`src/hdl/ps_pkg.sv`:
```
// Package: types and constants of the percentile selector.
`timescale 1ns / 1ps
package ps_pkg;

  localparam int MAX_SAMPLES = 1024;
  localparam int SAMPLE_BITS = 16;
  localparam int ADDR_W      = $clog2(MAX_SAMPLES);
  localparam int CNT_W       = $clog2(MAX_SAMPLES + 1);
  localparam int FRAC_W      = 16;
  localparam int CFG_IDX_W   = 2;
  localparam int CFG_DATA_W  = 16;

  localparam logic [CFG_IDX_W-1:0] CFG_FRACTION = 2'd0;
  localparam logic [CFG_IDX_W-1:0] CFG_SIGNED   = 2'd1;

  typedef struct packed {
    logic [SAMPLE_BITS-1:0] sample;
    logic                   last_sample;
  } in_beat_t;

  typedef struct packed {
    logic [SAMPLE_BITS-1:0] selected;
    logic [CNT_W-1:0]       frame_count;
    logic                   overflowed;
  } out_beat_t;

  typedef enum logic [4:0] {
    ST_LOAD   = 5'b00001,
    ST_SCAN   = 5'b00010,
    ST_DRAIN  = 5'b00100,
    ST_DECIDE = 5'b01000,
    ST_OUT    = 5'b10000
  } state_e;

  typedef struct packed {
    logic load;    // input beat accepted
    logic start;   // accepted beat ends the frame
    logic scan;    // issue one store read
    logic decide;  // settle one key bit
  } dp_cmd_t;

  typedef struct packed {
    logic last_addr;
    logic last_bit;
  } dp_stat_t;

endpackage

```
`src/hdl/ps_ctrl.sv`:
```
// Controller: frame load, scan passes per key bit, result beat.
`timescale 1ns / 1ps
module ps_ctrl import ps_pkg::*; (
  input  logic     clk_i,
  input  logic     rst_ni,
  input  logic     in_valid_i,
  input  logic     in_last_i,
  output logic     in_stall_o,
  output logic     out_valid_o,
  input  logic     out_stall_i,
  output dp_cmd_t  cmd_o,
  input  dp_stat_t stat_i
);

  state_e state_q, state_d;
  logic   acc;

  assign in_stall_o  = state_q != ST_LOAD;
  assign out_valid_o = state_q == ST_OUT;
  assign acc         = in_valid_i && !in_stall_o;

  assign cmd_o.load   = acc;
  assign cmd_o.start  = acc && in_last_i;
  assign cmd_o.scan   = state_q == ST_SCAN;
  assign cmd_o.decide = state_q == ST_DECIDE;

  always_comb begin
    state_d = state_q;
    case (state_q)
      ST_LOAD:   if (acc && in_last_i) state_d = ST_SCAN;
      ST_SCAN:   if (stat_i.last_addr) state_d = ST_DRAIN;
      ST_DRAIN:  state_d = ST_DECIDE;
      ST_DECIDE: state_d = stat_i.last_bit ? ST_OUT : ST_SCAN;
      ST_OUT:    if (!out_stall_i) state_d = ST_LOAD;
      default:   state_d = ST_LOAD;
    endcase
  end

  always_ff @(posedge clk_i or negedge rst_ni) begin
    if (!rst_ni) begin
      state_q <= ST_LOAD;
    end else begin
      state_q <= state_d;
    end
  end

endmodule

```
`config.mk`:
```
export PLATFORM = sky130hd
export DESIGN_NAME = ps_ctrl
export DESIGN_NICKNAME = d
export VERILOG_FILES = /design/src/hdl/ps_pkg.sv /design/src/hdl/ps_ctrl.sv
export SDC_FILE = /design/constraint.sdc
export NUM_CORES = 1
export LEC_CHECK = 0
export BUFFER_PORTS_ARGS = -buffer_cell sky130_fd_sc_hd__buf_4
export CAP_MARGIN = 5
export CORE_AREA = 2 2 39 41
export CTS_BUF_LIST = sky130_fd_sc_hd__clkbuf_4 sky130_fd_sc_hd__clkbuf_8
export DETAILED_ROUTE_END_ITERATION = 16
export DIE_AREA = 0 0 41 43
export PLACE_DENSITY = 0.55
export SLEW_MARGIN = 20
export SYNTH_ARGS = -nofsm -noshare
export SYNTH_HDL_FRONTEND = slang
export SYNTH_SLANG_ARGS = --single-unit
export TNS_END_PERCENT = 5
```
`constraint.sdc`:
```
create_clock -name clk_i -period 1.9 [get_ports clk_i]
set_clock_uncertainty 0.1 [all_clocks]
set_input_delay 0.38 -clock clk_i [delete_from_list [all_inputs] [get_ports clk_i]]
set_output_delay 0.38 -clock clk_i [all_outputs]
set_load 0.01 [all_outputs]
```
== After elaboration in Yosys (flattened, before gate mapping) ==
Index checks and enable logic that the tools add are counted.
Word-level totals
  register bits after elaboration: 5
  logic and storage cells: 19
  bits of input ports: 7
  output and inout port bits: 6
Operators by class
  equal/unequal tests: 9
  muxes and demuxes: 5
  reductions and logical operators: 4
Operators by type and width (number)
  $pmux 5 s5: 1
  $mux 5: 4
  $eq 5x1->1 const B: 1
  $eq 5x2->1 const B: 1
  $eq 5x3->1 const B: 1
  $eq 5x4->1 const B: 1
  $eq 5x5->1 const B: 1
  $ne 5x1->1 const B: 1
  $ne 2x2->1 const B: 2
  $reduce_and 3->1: 1
  $logic_and 1x1->1: 2
  $ne 2x1->1 const B: 1
  $logic_not 1->1: 1

== Depth between registers and ports, before layout ==
  depth after elaboration: 6
  depth in mapped cells: 5
  gate-level depth less buffers: 4

== Least setup slack after synthesis ==
Ideal clock, no wire load.
  path type: register to output
  start: register state_q[2]
  end: output port out_valid_o
  setup slack: 0.273 ns
  cell stages (with the launch flop): 3
  required time: 1.420 ns
  arrival time: 1.147 ns
  path buffers: 0
  path through: dfrtp_1 or3_4 nor3b_1
On the way
  cells in the longest elaborated chain, start to end: 1
RTL lines
  from (decl): RTL line ps_ctrl.sv:15  | state_e state_q, state_d;
  from (signal assigned): RTL line ps_ctrl.sv:43  | state_q <= state_d;
  $eq 5x5->1: RTL line ps_ctrl.sv:19  | assign out_valid_o = state_q == ST_OUT;
  to (decl): RTL line ps_ctrl.sv:9  | output logic out_valid_o,
Every way passes these cells.

== Final worst setup path ==
  start: register state_q[1]
  end: output port out_valid_o
Same word-level chain as after synthesis.

==> summary.txt <==
Finish
  – # diodes: 0
  – Largest registers in the final layout: state_q: 5 flops
  – Syn-to-layout area delta: 47.0%
  – Top reg by flops: state_q
  – Commonest cells after routing, fill and taps aside: buf_4 (14), nor2_1 (4), clkbuf_4 (4)
  – Share of layout cells above drive strength 1: roughly half
  – Max FFs per register: 5
  – Commonest non-fill, non-tap cell in the layout: buf_4
  – Fin nets: 66

Status
  – Outcome: completed

Drt
  – Post-route DRC: 0
  – DR vias/cell: ~4.6
  – Total number of vias: ~340
  – Drt initial violations: 3
  – Drt first pass iters: 4
  – Antenna Nets Post-Route: 0
  – Drt wl/cell: 10.8 um
  – Wirelength, routed: 800 um

Timing
  – Final hold vios: 0
  – Post-layout minimum cycle time: around 1.9 ns
  – Worst-Margin Slew: 0.236 ns
  – Max Fclk: 540 MHz
  – Final worst slack: 0.0477 ns
  – Slew Limit Headroom: a little over four fifths
  – RSZ-0062 raised after global routing: yes
  – Fin crit share: between 90% and 100%
  – Max-slew violation count: 0
  – Setup-failing EPs final: 0

Floorplanning
  – Initial Utilization: 25.8%
  – Chip width: about 40 um
  – Die H: about 43 um
  – # IOs: 13
  – Core Rows: 14
  – Die ar.: 1760 um2
  – Core ar.: 1380 um2

Job
  – Max-capacitance violation count: 0

Clocking
  – Num CTS Buffers: 3
  – Total clock sinks: 5
  – Clock latency on the worst-skew pair: between 0.2 and 0.25 ns
  – Clock root cell: clkbuf_4
  – CTS clk-pin slew, worst paths: approximately 0.040 ns
  – TritonCTS clock tree: done
  – CTS max path bufs: 2
  – H-tree depth: 1

Worst setup path
  – Cell Chain, Critical Path: or3_4, nor3b_2, buf_4
  – Max incr delay on CP: approximately 0.42 ns
  – Data required, critical path: 1.42 ns
  – Worst R2R Path Depth: 4
  – Critical Path AT: between 1 and 1.5 ns
  – Startpoint Class: flop
  – Worst reg2reg setup slack: ~0.59 ns
  – Slowest-stage cell, CP: or3_4
  – Critical Path Fanout Max: 5
  – WS Path Type: reg2out
  – Crit path capture type: output pin

Min path
  – Min-delay worst type: in2reg
  – Number of cells on the worst hold path: 2

Synthesis
  – Yosys reg bits: 5
  – Post-synth cell types: 22
  – Sequential area share after synthesis: roughly 35%
  – Ys Warns: 0
  – Mapped Area: between 300 and 400 um2
  – Syn avg cell area: 8.70 um2
  – Synth top area cells: dfrtp_1 (28%), dfstp_2 (7.4%), buf_6 (6.3%)
  – Cells after Synth: slightly above 40
  – Post-synth top area cell: dfrtp_1
  – Syn nets: 48
  – Yosys top cell area share: between 20 and 30%

Power
  – Power density over the cells: approximately 1300 nW/um2
  – VDD IR-drop max: approximately 0.00057 V
  – Total power: 0.691 mW
  – Leak: around 0.25 nW

Global route
  – First-pass GRT wire length: around 1100 um
  – Vias in the first global route: ~290
  – Grt total ovfl: 0
  – Initial antenna violation count: 0
  – GRT Util Overall: under 10%
  – Largest net degree at the start of global routing: 10

Placement
  – Number of port buffers: 12
  – Post-DP HPWL: about 560 um
  – Pre-CTS setup slack: 0.237 ns
  – Routability Congestion: just over 0.8
==> layout make-up <==
class                           instances  area, um2
Multi-Input combinational cell         31        211
Clock buffer                            4       30.0
Fill cell                             140        860
Sequential cell                         5        129
Timing Repair Buffer                   16        126
Tap cell                               16       20.0
Inverter                                2       7.51
==> kinds of logic after synthesis <==
group / after synthesis / synth area share, %
mux: 1 / 2.81
flops: 5 / 35.4
compound gates: 9 / 14.7
xor+xnor: 1 / 2.46
buf+inv: 5 / 10.5
simple gates: 20 / 34.0
==> power breakdown <==
part	total (mW)	internal, mW	leakage (nW)	switching [mW]
Clock	0.135	0.0935	0.0184	0.0418
Sequential	0.190	0.146	0.0619	0.0443
Combinational	0.365	0.201	0.169	0.165
==> cell usage after synthesis, drive strengths merged <==
library cell	number
or3	2
nand2	2
and2	2
nor3b	2
and3	2
inv	2
mux2i	1
nand3b	3
dfrtp	4
o21ai	3
dfstp	1
buf	3
nand3	1
nor2	6
xor2	1
a21oi	3
o211a	1
o22ai	2
==> worst max-delay path: cells and delay by family, from the launching register on <==
family	cells	cell delay [ns]
buffers and inverters	1	0.14
DFF	1	0.41
and+or+nand+nor	2	0.58
==> through the flow <==
step                      setup TNS [ns]  cells  utilization (%)  hold slack [ns]  instance area, um2
after floorplan                        0     41                -          -0.0156                 357
after global placement                 0     66             31.6           0.0832                 437
after detailed placement               0     66             31.6           0.0827                 437
after CTS                        -0.0194     72             35.1            0.284                 485
after global routing            -0.00553     74             37.9            0.279                 524
final                                  0     74             37.9            0.292                 524
==> worst paths after layout <==
kind | to | start
min reg2reg | state_q[4]$_DFFE_PN0P_ | state_q[1]$_DFFE_PN0P_
min in group asynchronous | state_q[2]$_DFFE_PN0P_ | rst_ni
max in group asynchronous | state_q[0]$_DFFE_PN1P_ | rst_ni
min | state_q[2]$_DFFE_PN0P_ | stat_i[1]
max reg2reg | state_q[1]$_DFFE_PN0P_ | state_q[4]$_DFFE_PN0P_
max | out_valid_o | state_q[1]$_DFFE_PN0P_
==> what timing repair did <==
action	in CTS	in global routing
endpoints found under the setup margin	3	4
pin swaps	0	3
endpoints found under the hold margin	5	0
hold buffers	1	0
gates resized for setup	1	7
setup buffers	1	2
==> routing by layer <==
layer  vias up  global-route usage [%]  wire length [um]  part of all wire (%)
met2         7                    13.8               397                    50
li1        177                       -                 -                     -
met3         0                    6.28                40                   5.0
met1       154                    12.1               362                    45
met5         -                       0                 0                     0
met4         0                       0                 0                     0
Note: power is estimated with default switching activity, not from simulation.
